<file path="src/sv/psc_pkg.sv">
// Shared types, constants and command/status structs for the pulse shape charge ratio block.
`default_nettype none

package psc_pkg;

  // Data widths and record limits
  localparam int SAMPLE_BITS   = 14;
  localparam int MAX_SAMPLES   = 2048;
  localparam int CNT_BITS      = $clog2(MAX_SAMPLES + 1);
  localparam int BIN_VAL_BITS  = SAMPLE_BITS + 2;
  localparam int ACC_BITS      = 28;
  localparam int WIN_BITS      = 13;
  localparam int THR_BITS      = 14;
  localparam int RATIO_BITS    = 16;
  localparam int CFG_IDX_BITS  = 2;
  localparam int CFG_DATA_BITS = 14;
  localparam int DIV_STEPS     = RATIO_BITS;
  localparam int DIV_CNT_BITS  = $clog2(DIV_STEPS);

  localparam logic [ACC_BITS-1:0]   ACC_MAX   = {ACC_BITS{1'b1}};
  localparam logic [RATIO_BITS-1:0] RATIO_MAX = {RATIO_BITS{1'b1}};

  // Register reset values
  localparam logic [WIN_BITS-1:0] TOTAL_START_RST = WIN_BITS'(600);
  localparam logic [WIN_BITS-1:0] TOTAL_END_RST   = WIN_BITS'(2000);
  localparam logic [WIN_BITS-1:0] TAIL_START_RST  = WIN_BITS'(1010);
  localparam logic [THR_BITS-1:0] PEAK_LIMIT_RST  = THR_BITS'(10);

  // Configuration register indexes
  typedef enum logic [CFG_IDX_BITS-1:0] {
    CFG_TOTAL_START = 2'd0,
    CFG_TOTAL_END   = 2'd1,
    CFG_TAIL_START  = 2'd2,
    CFG_PEAK_LIMIT  = 2'd3
  } cfg_idx_t;

  // Input request payload
  typedef struct packed {
    logic [SAMPLE_BITS-1:0] sample;
    logic                   last;
  } wave_t;

  // Result request payload
  typedef struct packed {
    logic [SAMPLE_BITS-1:0] peak_height;
    logic [ACC_BITS-1:0]    total_charge_quarters;
    logic [ACC_BITS-1:0]    tail_charge_quarters;
    logic [RATIO_BITS-1:0]  tail_ratio;
    logic                   accepted;
    logic                   zero_total;
  } result_t;

  // End-of-record bin selection
  typedef enum logic [1:0] {
    FLUSH_NONE  = 2'd0,
    FLUSH_THREE = 2'd1,
    FLUSH_TWO   = 2'd2
  } flush_t;

  // Controller to datapath
  typedef struct packed {
    logic   take_sample;
    flush_t flush;
    logic   div_init;
    logic   div_step;
    logic   load_result;
  } ctrl_cmd_t;

  // Datapath to controller
  typedef struct packed {
    logic result_full;
  } dp_status_t;

endpackage

`default_nettype wire

</file>
<file path="src/sv/psc_ctrl.sv">
// Controller state machine: sample intake, end-of-record flush, divide and result load.
`default_nettype none

module psc_ctrl
  import psc_pkg::*;
(
  input  wire logic       clk,
  input  wire logic       rst,
  input  wire logic       wave_valid,
  input  wire logic       wave_last,
  output logic            wave_stall,
  input  wire dp_status_t status,
  output ctrl_cmd_t       cmd
);

  typedef enum logic [5:0] {
    ST_RUN      = 6'b000001,
    ST_FLUSH3   = 6'b000010,
    ST_FLUSH2   = 6'b000100,
    ST_DIV_INIT = 6'b001000,
    ST_DIV      = 6'b010000,
    ST_DONE     = 6'b100000
  } state_t;

  state_t                  state, state_next;
  logic [DIV_CNT_BITS-1:0] div_cnt, div_cnt_next;
  logic                    take;

  assign wave_stall = (state != ST_RUN);
  assign take       = wave_valid && !wave_stall;

  // Next state and commands
  always_comb begin
    state_next      = state;
    div_cnt_next    = div_cnt;
    cmd.take_sample = 1'b0;
    cmd.flush       = FLUSH_NONE;
    cmd.div_init    = 1'b0;
    cmd.div_step    = 1'b0;
    cmd.load_result = 1'b0;
    unique case (state)
      ST_RUN: begin
        cmd.take_sample = take;
        if (take && wave_last) state_next = ST_FLUSH3;
      end
      ST_FLUSH3: begin
        cmd.flush  = FLUSH_THREE;
        state_next = ST_FLUSH2;
      end
      ST_FLUSH2: begin
        cmd.flush  = FLUSH_TWO;
        state_next = ST_DIV_INIT;
      end
      ST_DIV_INIT: begin
        cmd.div_init = 1'b1;
        div_cnt_next = '0;
        state_next   = ST_DIV;
      end
      ST_DIV: begin
        cmd.div_step = 1'b1;
        div_cnt_next = div_cnt + DIV_CNT_BITS'(1);
        if (div_cnt == DIV_CNT_BITS'(DIV_STEPS - 1)) state_next = ST_DONE;
      end
      ST_DONE: begin
        // wait for the output register to free up
        if (!status.result_full) begin
          cmd.load_result = 1'b1;
          state_next      = ST_RUN;
        end
      end
      default: state_next = ST_RUN;
    endcase
  end

  always_ff @(posedge clk) begin
    if (rst) begin
      state   <= ST_RUN;
      div_cnt <= '0;
    end else begin
      state   <= state_next;
      div_cnt <= div_cnt_next;
    end
  end

endmodule

`default_nettype wire

</file>
<file path="src/sv/psc_dp.sv">
// Datapath: config registers, boxcar window sums, peak, ratio divider and output register.
`default_nettype none

module psc_dp
  import psc_pkg::*;
(
  input  wire logic                     clk,
  input  wire logic                     rst,
  input  wire ctrl_cmd_t                cmd,
  input  wire wave_t                    wave_data,
  input  wire logic                     cfg_we,
  input  wire logic [CFG_IDX_BITS-1:0]  cfg_index,
  input  wire logic [CFG_DATA_BITS-1:0] cfg_wdata,
  input  wire logic                     result_stall,
  output dp_status_t                    status,
  output logic                          result_valid,
  output result_t                       result_data
);

  logic [WIN_BITS-1:0]    total_start, total_end, tail_start;
  logic [THR_BITS-1:0]    peak_limit;

  logic [SAMPLE_BITS-1:0] sample_delay [3];
  logic [CNT_BITS-1:0]    bin_position;
  logic [ACC_BITS-1:0]    total_acc, tail_acc;
  logic [SAMPLE_BITS-1:0] running_peak;

  logic [ACC_BITS-1:0]    div_rem;
  logic [RATIO_BITS-1:0]  div_quo;

  logic                    add_en;
  logic [CNT_BITS-1:0]     add_bin;
  logic [BIN_VAL_BITS-1:0] add_val;
  logic                    in_total, in_tail;
  logic [ACC_BITS:0]       total_sum, tail_sum;
  logic [ACC_BITS-1:0]     total_acc_next, tail_acc_next;
  logic                    sample_ok;
  logic [BIN_VAL_BITS-1:0] d0, d1, d2, s_ext;
  logic [ACC_BITS:0]       rem_sh;
  logic                    rem_ge;
  logic                    zero_total;
  logic [RATIO_BITS-1:0]   ratio;

  // Configuration writes
  always_ff @(posedge clk) begin
    if (rst) begin
      total_start <= TOTAL_START_RST;
      total_end   <= TOTAL_END_RST;
      tail_start  <= TAIL_START_RST;
      peak_limit  <= PEAK_LIMIT_RST;
    end else if (cfg_we) begin
      unique case (cfg_idx_t'(cfg_index))
        CFG_TOTAL_START: total_start <= cfg_wdata[WIN_BITS-1:0];
        CFG_TOTAL_END:   total_end   <= cfg_wdata[WIN_BITS-1:0];
        CFG_TAIL_START:  tail_start  <= cfg_wdata[WIN_BITS-1:0];
        CFG_PEAK_LIMIT:  peak_limit  <= cfg_wdata[THR_BITS-1:0];
        default: ;
      endcase
    end
  end

  assign d0        = BIN_VAL_BITS'(sample_delay[0]);
  assign d1        = BIN_VAL_BITS'(sample_delay[1]);
  assign d2        = BIN_VAL_BITS'(sample_delay[2]);
  assign s_ext     = BIN_VAL_BITS'(wave_data.sample);
  assign sample_ok = cmd.take_sample && (bin_position < CNT_BITS'(MAX_SAMPLES));

  // Pick the bin being closed this cycle
  always_comb begin
    add_en  = 1'b0;
    add_bin = bin_position - CNT_BITS'(2);
    add_val = d0 + d1 + d2 + s_ext;
    unique case (cmd.flush)
      FLUSH_NONE: begin
        add_en = sample_ok && (bin_position >= CNT_BITS'(3));
      end
      FLUSH_THREE: begin
        add_en  = bin_position >= CNT_BITS'(3);
        add_val = d0 + d1 + d2;
      end
      FLUSH_TWO: begin
        add_en  = bin_position >= CNT_BITS'(2);
        add_bin = bin_position - CNT_BITS'(1);
        add_val = d0 + d1;
      end
      default: add_en = 1'b0;
    endcase
  end

  // Window tests and saturating accumulation
  assign in_total = ((WIN_BITS + 1)'(add_bin) > (WIN_BITS + 1)'(total_start))
                 && ((WIN_BITS + 1)'(add_bin) <= (WIN_BITS + 1)'(total_end));
  assign in_tail  = (WIN_BITS + 1)'(add_bin)
                 >= ((WIN_BITS + 1)'(tail_start) + (WIN_BITS + 1)'(2));
  assign total_sum = (ACC_BITS + 1)'(total_acc) + (ACC_BITS + 1)'(add_val);
  assign tail_sum  = (ACC_BITS + 1)'(tail_acc) + (ACC_BITS + 1)'(add_val);

  always_comb begin
    total_acc_next = total_acc;
    tail_acc_next  = tail_acc;
    if (add_en && in_total) begin
      total_acc_next = total_sum[ACC_BITS] ? ACC_MAX : total_sum[ACC_BITS-1:0];
      if (in_tail) tail_acc_next = tail_sum[ACC_BITS] ? ACC_MAX : tail_sum[ACC_BITS-1:0];
    end
  end

  // Record state: delay line, bin count, peak, sums
  always_ff @(posedge clk) begin
    if (rst || cmd.load_result) begin
      sample_delay[0] <= '0;
      sample_delay[1] <= '0;
      sample_delay[2] <= '0;
      bin_position    <= '0;
      total_acc       <= '0;
      tail_acc        <= '0;
      running_peak    <= '0;
    end else begin
      total_acc <= total_acc_next;
      tail_acc  <= tail_acc_next;
      if (sample_ok) begin
        if (wave_data.sample > running_peak) running_peak <= wave_data.sample;
        sample_delay[2] <= sample_delay[1];
        sample_delay[1] <= sample_delay[0];
        sample_delay[0] <= wave_data.sample;
        bin_position    <= bin_position + CNT_BITS'(1);
      end
    end
  end

  // Restoring divider, one quotient bit per cycle; only used when tail < total
  assign rem_sh = {div_rem, 1'b0};
  assign rem_ge = rem_sh >= (ACC_BITS + 1)'(total_acc);

  always_ff @(posedge clk) begin
    if (cmd.div_init) begin
      div_rem <= tail_acc;
      div_quo <= '0;
    end else if (cmd.div_step) begin
      div_rem <= rem_ge ? ACC_BITS'(rem_sh - (ACC_BITS + 1)'(total_acc))
                        : rem_sh[ACC_BITS-1:0];
      div_quo <= {div_quo[RATIO_BITS-2:0], rem_ge};
    end
  end

  assign zero_total = (total_acc == '0);

  // tail at or above total saturates the Q0.16 ratio; a zero total gives a zero ratio
  always_comb begin
    priority if (zero_total) ratio = '0;
    else if (tail_acc >= total_acc) ratio = RATIO_MAX;
    else ratio = div_quo;
  end

  // Output register
  always_ff @(posedge clk) begin
    if (rst) begin
      result_valid <= 1'b0;
    end else if (cmd.load_result) begin
      result_valid <= 1'b1;
    end else if (result_valid && !result_stall) begin
      result_valid <= 1'b0;
    end
  end

  always_ff @(posedge clk) begin
    if (cmd.load_result) begin
      result_data.peak_height           <= running_peak;
      result_data.total_charge_quarters <= total_acc;
      result_data.tail_charge_quarters  <= tail_acc;
      result_data.tail_ratio            <= ratio;
      result_data.accepted              <= (THR_BITS'(running_peak) > peak_limit);
      result_data.zero_total            <= zero_total;
    end
  end

  assign status.result_full = result_valid && result_stall;

endmodule

`default_nettype wire

</file>
<file path="src/sv/pulse_shape_charge_ratio.sv">
// Top level of the charge-comparison pulse shape discrimination block.
//
// Usage:
//   wave channel (wave_valid/wave_stall/wave_data) carries one raw ADC sample
//   per request, with the last flag set on the final sample of a record.
//   result channel (result_valid/result_stall/result_data) carries one result
//   per record: peak, total and tail charge in quarter units, tail/total as
//   Q0.16, the threshold decision and a zero-total flag.
//   cfg_we/cfg_index/cfg_wdata write the window and threshold registers;
//   write them only while no record is in progress.
// Throughput: one sample per cycle inside a record. After the last sample the
//   wave channel stalls while the controller closes the final bins (ST_FLUSH3,
//   ST_FLUSH2), loads the divider (ST_DIV_INIT), runs the bit-serial restoring
//   divide (ST_DIV) and loads the output register (ST_DONE).
// The output register lets the next record stream in while a result waits;
//   if that record also ends before the result is taken, the wave channel
//   stays stalled until result_stall drops.
// Reset (rst, synchronous) restores the register defaults, empties the
//   record and drops result_valid.
`default_nettype none

module pulse_shape_charge_ratio
  import psc_pkg::*;
(
  input  wire logic                     clk,
  input  wire logic                     rst,
  input  wire logic                     wave_valid,
  output logic                          wave_stall,
  input  wire wave_t                    wave_data,
  output logic                          result_valid,
  input  wire logic                     result_stall,
  output result_t                       result_data,
  input  wire logic                     cfg_we,
  input  wire logic [CFG_IDX_BITS-1:0]  cfg_index,
  input  wire logic [CFG_DATA_BITS-1:0] cfg_wdata
);

  ctrl_cmd_t  cmd;
  dp_status_t status;

  psc_ctrl u_ctrl (
    .clk        (clk),
    .rst        (rst),
    .wave_valid (wave_valid),
    .wave_last  (wave_data.last),
    .wave_stall (wave_stall),
    .status     (status),
    .cmd        (cmd)
  );

  psc_dp u_dp (
    .clk          (clk),
    .rst          (rst),
    .cmd          (cmd),
    .wave_data    (wave_data),
    .cfg_we       (cfg_we),
    .cfg_index    (cfg_index),
    .cfg_wdata    (cfg_wdata),
    .result_stall (result_stall),
    .status       (status),
    .result_valid (result_valid),
    .result_data  (result_data)
  );

endmodule

`default_nettype wire
</file>
<file path="config.mk">
export PLATFORM = sky130hd
export DESIGN_NAME = pulse_shape_charge_ratio
export DESIGN_NICKNAME = d
export VERILOG_FILES = /design/src/sv/psc_pkg.sv /design/src/sv/psc_ctrl.sv /design/src/sv/psc_dp.sv /design/src/sv/pulse_shape_charge_ratio.sv
export SDC_FILE = /design/constraint.sdc
export NUM_CORES = 1
export LEC_CHECK = 0
export BUFFER_PORTS_ARGS = -buffer_cell sky130_fd_sc_hd__buf_2
export CORE_ASPECT_RATIO = 1.75
export CORE_MARGIN = 4
export CORE_UTILIZATION = 45
export CTS_BUF_LIST = sky130_fd_sc_hd__clkbuf_4
export DETAILED_ROUTE_END_ITERATION = 12
export PLACE_DENSITY = 0.68
export SLEW_MARGIN = 20
export SYNTH_ARGS = -nofsm -noshare
export SYNTH_HDL_FRONTEND = slang
export SYNTH_HIERARCHICAL = 1
export SYNTH_SLANG_ARGS = --single-unit
</file>
<file path="constraint.sdc">
create_clock -name clk -period 7.5 [get_ports clk]
set_input_delay 0.375 -clock clk [delete_from_list [all_inputs] [get_ports clk]]
set_output_delay 0.375 -clock clk [all_outputs]
set_load 0.01 [all_outputs]
</file>
==> results.yml, run 1 <==
cells_and_area:
  drive_gt1_share_pct: 13.8
  stdcell_count: 2934
  fillers: 4169
  fin_nets: 2555
  syn_to_final_growth_pct: 12.5
cts:
  clk-insertion-delay-late_ns: 0.80
  clockBufferDepth: 3
  cts.clk_slew.worst_paths_ns: 0.07
  cts_root_buffer: "clkbuf_4"
  cts_made_buffers: 76
  cts.sinks: 320
  post-cts-setup-buffer-count: 0
  cts_tree: "done"
  htreeDepth: 3
yosys:
  ys.warnings.count: 6
  synth_enable_flop_cells: 158
  yosysTopAreaCellShare_pct: 23.7
  avgSynthCellArea_um2: 9.39
  synth_area_leader_cell: "edfxtp_1"
  syn_nets: 2389
  ys_seq_area_share_pct: 39.9
  syn_inst: 2132
  synth-seq-cells: 320
  yosysUniqueCellTypes: 84
  synthFlopType: "dfxtp_1"
  synth_async_sr_flop_share_pct: 0
  synthTopCellsByArea: "edfxtp_1 (24%), dfxtp_1 (16%), ha_1 (13%)"
  yosysMostFrequentCell: "ha_1"
  syn_area_mm2: 0.0200
  synthTopCellsByCount: "ha_1 (215), a21oi_1 (196), nand2_1 (179)"
power:
  p_sw_share_pct: 37.9
  leakagePower_nw: 9.46
  power_mw: 6.06
  p_int_mw: 3.77
  power.share.combinational_pct: 43.0
  p_seq_share_pct: 32.1
  worst_ir_drop_vdd_v: 0.000150
  power.density_mw_per_mm2: 269
  power_switching_mw: 2.30
  clkPwrFrac_pct: 25.0
timing:
  fin_crit_ns: 6.82
  max_clock_freq_mhz: 147
  tightest_slew_ns: 1.01
  fin_hold_ws_ns: 0.0900
  slew_viol_final: 0
  period_share_pct: 90.9
  rsz0062_at_grt: "false"
  tns_ns: 0
  setup_viol: 0
  hold_viol: 0
  fin_skew_ns: 0.0682
  maxSlewHeadroom_pct: 32.5
worst_hold_path:
  min_to: "u_dp/result_valid"
  hold_class: "in -> reg"
  hp-start: "result_stall"
  hold_depth: 4
critical_path:
  r2r-end: "u_dp/tail_acc[26]"
  r2r_slack_ns: 0.68
  crit_fanout: 8
  critical_path.slowest_cell: "nor4_2"
  cpPeakStageDelay_ns: 0.57
  worstSetupPathType: "reg -> reg"
  worstSetupStartpointType: "flip-flop"
  timing.rr.start: "u_dp/sample_delay[0][0]"
  endpoint_kind: "flip-flop"
  arrival_ns: 7.46
  r2r_cells: 32
  worst_ep_required_time_ns: 8.14
floorplanning:
  rows: 102
  boundaryPins: 126
  coreArea_mm2: 0.0442
  start_util_pct: 45.4
  die_y_um: 287
  die_w_um: 167
  die-area_mm2: 0.0481
global_routing:
  grt_pass1_vias: 17265
  globalRouteOverflowTotal: 0
  antenna_found_initial: 2
  track_usage_pct: 21.4
  grt_first_pass_wirelength_um: 84500
  grt_max_degree: 74
placed_design:
  place.gp.congestion: 0.939
  hpwlAfterDp_um: 40100
  placed_cells: 2764
  io_buffers: 125
route:
  postRouteAntennaNets: 0
  vias: 16648
  viasPerCell: 5.67
  wl_per_cell_um: 17.8
  drc: 0
  drtIter0Drc: 808
  wirelength_um: 52200
  firstDrtPassIters: 5
run:
  drv_cap: 0
outcome:
  status: "completed"
sequential cells by signal, summed over array words and instances (netlist names):
register	cells
u_dp/total_end	13
u_dp/tail_start	13
u_dp/result_data	88
u_dp/sample_delay	42
u_dp/total_start	13
u_dp/div_rem	28
u_dp/peak_limit	14
u_dp/bin_position	12
u_dp/result_valid	1
u_ctrl/state	6
u_dp/running_peak	14
u_dp/div_quo	16
u_dp/total_acc	28
u_dp/tail_acc	28
u_ctrl/div_cnt	4
area by class of cell:
| type | instances | area [um^2] | area share (%) |
|---|---|---|---|
| Antenna cell | 2 | 5.00 | 0.0222 |
| Clock buffer | 104 | 781 | 3.47 |
| Clock inverter | 36 | 268 | 1.19 |
| Inverter | 144 | 541 | 2.40 |
| Multi-Input combinational cell | 1586 | 11200 | 49.7 |
| Sequential cell | 320 | 7990 | 35.5 |
| Tap cell | 572 | 716 | 3.18 |
| Timing Repair Buffer | 170 | 1030 | 4.59 |
worst max path at each step:
stage / endpoint / startpoint / depth (start not counted)
6_report: u_dp/tail_acc[26] / u_dp/sample_delay[0][0] / 32
5_1_grt: u_dp/total_acc[26] / u_dp/sample_delay[0][0] / 27
4_1_cts: u_dp/tail_acc[26] / u_dp/sample_delay[0][0] / 30
3_5_place_dp: u_dp/total_acc[26] / u_dp/sample_delay[0][0] / 27
3_3_place_gp: u_dp/tail_acc[16] / u_dp/sample_delay[0][0] / 28
2_1_floorplan: u_dp/tail_acc[11] / u_dp/sample_delay[0][1] / 30
power by group through the flow:
stage / combinational (mW) / clock [mW] / sequential [mW]
finish: 2.60 / 1.51 / 1.95
global route: 2.93 / 1.66 / 1.95
CTS: 2.59 / 1.57 / 1.95
detailed placement: 2.56 / 0 / 1.98
global placement: 2.47 / 0 / 1.98
floorplan: 2.07 / 0 / 1.97
cell usage in the layout, fill, tap and decap left out, drive strengths merged, types with 30 or more instances in the layout:
| cell | n |
|---|---|
| xor2 | 53 |
| nand2 | 179 |
| nand3 | 58 |
| and3 | 63 |
| a21oi | 207 |
| clkbuf | 104 |
| a211oi | 32 |
| dfxtp | 162 |
| xnor2 | 62 |
| ha | 215 |
| buf | 142 |
| nor3 | 53 |
| nor2 | 125 |
| a21o | 55 |
| clkinv | 30 |
| inv | 144 |
| o21ai | 113 |
| edfxtp | 158 |
critical path, delay by kind of cell (launching register included):
kind / cells / cell delay (ns)
xor+xnor: 2 / 0.46
compound gates: 13 / 2.78
fa+ha+maj: 5 / 1.46
simple gates: 9 / 1.39
mux: 1 / 0.08
flops: 1 / 0.36
buf+inv: 2 / 0.16
cells by family (layout without fill, tap and decap cells):
group,count (synthesis),count (layout),share of synthesized area [%]
adders and majority gates,221,221,14.0
other,0,2,0
xor gates and xnor gates,115,115,5.03
buffers and inverters,226,454,4.39
DFF,320,320,39.9
muxes,38,38,2.00
AOI/OAI and AO/OA,577,577,18.6
and+or+nand+nor,635,635,16.1
through the flow:
| stage | utilization [%] | area [um^2] | worst slack (ns) |
|---|---|---|---|
| after global placement | 48.0 | 21200 | 1.07 |
| after floorplan | - | 20000 | 1.68 |
| after global routing | 51.0 | 22500 | 0.140 |
| after detailed placement | 48.0 | 21200 | 0.754 |
| final | 51.0 | 22500 | 0.680 |
| after CTS | 51.0 | 22500 | 0.718 |
layer usage:
metal	vias to the layer above	global-route usage (%)	wire length, um
li1	8169	-	-
met3	173	2.99	1730
met1	7882	21.1	18900
met4	0	12.9	3170
met2	424	41.6	28400
met5	-	0	0
repair_timing:
| action | 4_1_cts | 5_1_grt |
|---|---|---|
| hold endpoints to repair | 78 | 0 |
| setup endpoints to repair | 0 | 0 |
| hold buffers | 28 | 0 |
| gates resized for setup | 0 | 0 |
No activity file was read; power rests on OpenSTA's default activity.
==> run 2, diff against run 1 <==
==> constraint.sdc (replaced) <==
create_clock -name clk -period 7.5 [get_ports clk]
set_input_delay 0.75 -clock clk [delete_from_list [all_inputs] [get_ports clk]]
set_output_delay 0.75 -clock clk [all_outputs]
set_load 0.01 [all_outputs]
==> results.yml, run 2 (same netlist as run 1, synthesis figures left out) <==
cells_and_area:
  largest_register: "u_dp/result_data"
  final_util_pct: 50.2
  layout_commonest_cell: "ha_1"
  regArea_mm2: 0.00799
  multi_input_comb_area_mm2: 0.0112
  drive_gt1_share_pct: 14.2
  fillers: 4189
  mostFrequentLayoutCells: "ha_1 (215), a21oi_1 (196), nand2_1 (179), dfxtp_1 (162), edfxtp_1 (158)"
  fin_nets: 2526
  syn_to_final_growth_pct: 10.6
  top_regs: "u_dp/result_data: 88 flops, u_dp/sample_delay: 42 flops"
  finish.instance_area_mm2: 0.0222
  largest_reg_flops: 88
timing:
  max_clock_freq_mhz: 147
  maxSlewHeadroom_pct: 31.8
  setup_viol: 0
  fin_skew_ns: 0.0541
  tns_ns: 0
  fin_hold_ws_ns: 0.241
  hold_viol: 0
  tightest_slew_ns: 1.02
  rsz0062_at_grt: "false"
  fin_crit_ns: 6.82
  period_share_pct: 91.0
  slew_viol_final: 0
cts:
  cts_resized: 0
  cts.clk_slew.worst_paths_ns: 0.07
  cts_root_buffer: "clkbuf_4"
  cts.hold.buffers_added: 0
  clockBufferDepth: 3
  htreeDepth: 3
  cts.sinks: 320
  cts_made_buffers: 75
  clk-insertion-delay-late_ns: 0.79
  cts_tree: "done"
  post-cts-setup-buffer-count: 0
critical_path:
  crit_start: "u_dp/sample_delay[0][0]"
  worst_ep_required_time_ns: 8.16
  r2r-end: "u_dp/total_acc[26]"
  critical_path.slowest_cell: "nor3_1"
  cp-endpoint: "u_dp/total_acc[26]"
  r2r_slack_ns: 0.68
  cp.depth: 27
  worstSetupStartpointType: "flip-flop"
  cpPeakStageDelay_ns: 0.58
  r2r_cells: 27
  arrival_ns: 7.48
  cp_num_buf_inv: 2
  worstSetupPathType: "reg -> reg"
  cpMostUsedCell: "ha_1"
  endpoint_kind: "flip-flop"
  path_delay_family: "compound AO/OA/AOI/OAI gates"
  timing.rr.start: "u_dp/sample_delay[0][0]"
  crit_fanout: 7
floorplanning:
  coreArea_mm2: 0.0442
  rows: 102
  die_w_um: 167
  boundaryPins: 126
  die_y_um: 287
  die-area_mm2: 0.0481
  start_util_pct: 45.4
route:
  wirelength_um: 52600
  vias: 16368
  viasPerCell: 5.64
  drc: 0
  drtIter0Drc: 868
  postRouteAntennaNets: 0
  wl_per_cell_um: 18.1
  firstDrtPassIters: 5
power:
  power.density_mw_per_mm2: 269
  clkPwrFrac_pct: 23.6
  power_mw: 5.96
  leakagePower_nw: 9.30
  p_sw_share_pct: 38.6
  p_seq_share_pct: 32.6
  power_switching_mw: 2.30
  p_int_mw: 3.66
  worst_ir_drop_vdd_v: 0.000181
  power.share.combinational_pct: 43.7
worst_hold_path:
  hold_class: "in -> reg"
global_routing:
  grt_max_degree: 73
  grt_pass1_vias: 16792
  track_usage_pct: 21.4
  globalRouteOverflowTotal: 0
  antenna_found_initial: 3
  grt_first_pass_wirelength_um: 84100
placed_design:
  io_buffers: 125
  post_dp_cell_area_mm2: 0.0212
  hpwlAfterDp_um: 40200
  place.gp.congestion: 0.940
run:
  drv_cap: 0
outcome:
  status: "completed"
run 2: cell count changes in the layout (fill, tap and decap cells not counted), moves of 3 or more:
cell / change
bufinv_16: -4
clkbuf_4: +9
clkinv_1: -11
clkinvlp_4: +3
dlygate4sd3_1: -28
run 2: worst min path at each step:
stage / from / slack [ns] / to / cells past startpoint
after global routing: cfg_wdata[13] / 0.21 / u_dp/peak_limit[13] / 3
after global placement: u_dp/peak_limit[11] / 0.44 / u_dp/peak_limit[11] / 2
after floorplan: u_dp/total_acc[25] / 0.41 / u_dp/result_data[71] / 0
after detailed placement: u_dp/total_end[11] / 0.45 / u_dp/total_end[11] / 2
after CTS: cfg_wdata[13] / 0.17 / u_dp/peak_limit[13] / 3
final: cfg_wdata[13] / 0.24 / u_dp/peak_limit[13] / 3
run 2: area by class of cell:
type	instances	share of cell area (%)
clock buffer	113	3.83
antenna	3	0.0339
inverter	144	2.44
timing repair buffer	142	3.40
tap	572	3.23
sequential	320	36.0
multi-input combinational	1586	50.5
clock inverter	22	0.519
run 2: through the flow:
| stage | setup slack [ns] | instances |
|---|---|---|
| after floorplan | 1.68 | 2132 |
| after global placement | 1.07 | 2764 |
| after detailed placement | 0.767 | 2764 |
| after CTS | 0.772 | 2899 |
| after global routing | 0.170 | 2902 |
| final | 0.677 | 2902 |
run 2: tightest hold or removal path: cells and delay by family:
family | cells | cell delay (ns)
simple gates | 1 | 0.05
buf+inv | 1 | 0.10
compound gates | 1 | 0.05
run 2: per-layer routing:
layer / track usage [%] / vias to the layer above / part of all wire (%)
met3: 3.11 / 143 / 3.8
met5: 0 / - / 0
met4: 11.4 / 0 / 5.0
met2: 42.2 / 396 / 55
met1: 21.1 / 7739 / 37
li1: - / 8090 / -
run 2: power groups by stage:
stage | logic, mW | clock network, mW | registers, mW
global placement | 2.47 | 0 | 1.98
detailed placement | 2.57 | 0 | 1.98
global route | 2.94 | 1.54 | 1.95
finish | 2.61 | 1.41 | 1.95
CTS | 2.58 | 1.46 | 1.95
floorplan | 2.07 | 0 | 1.97
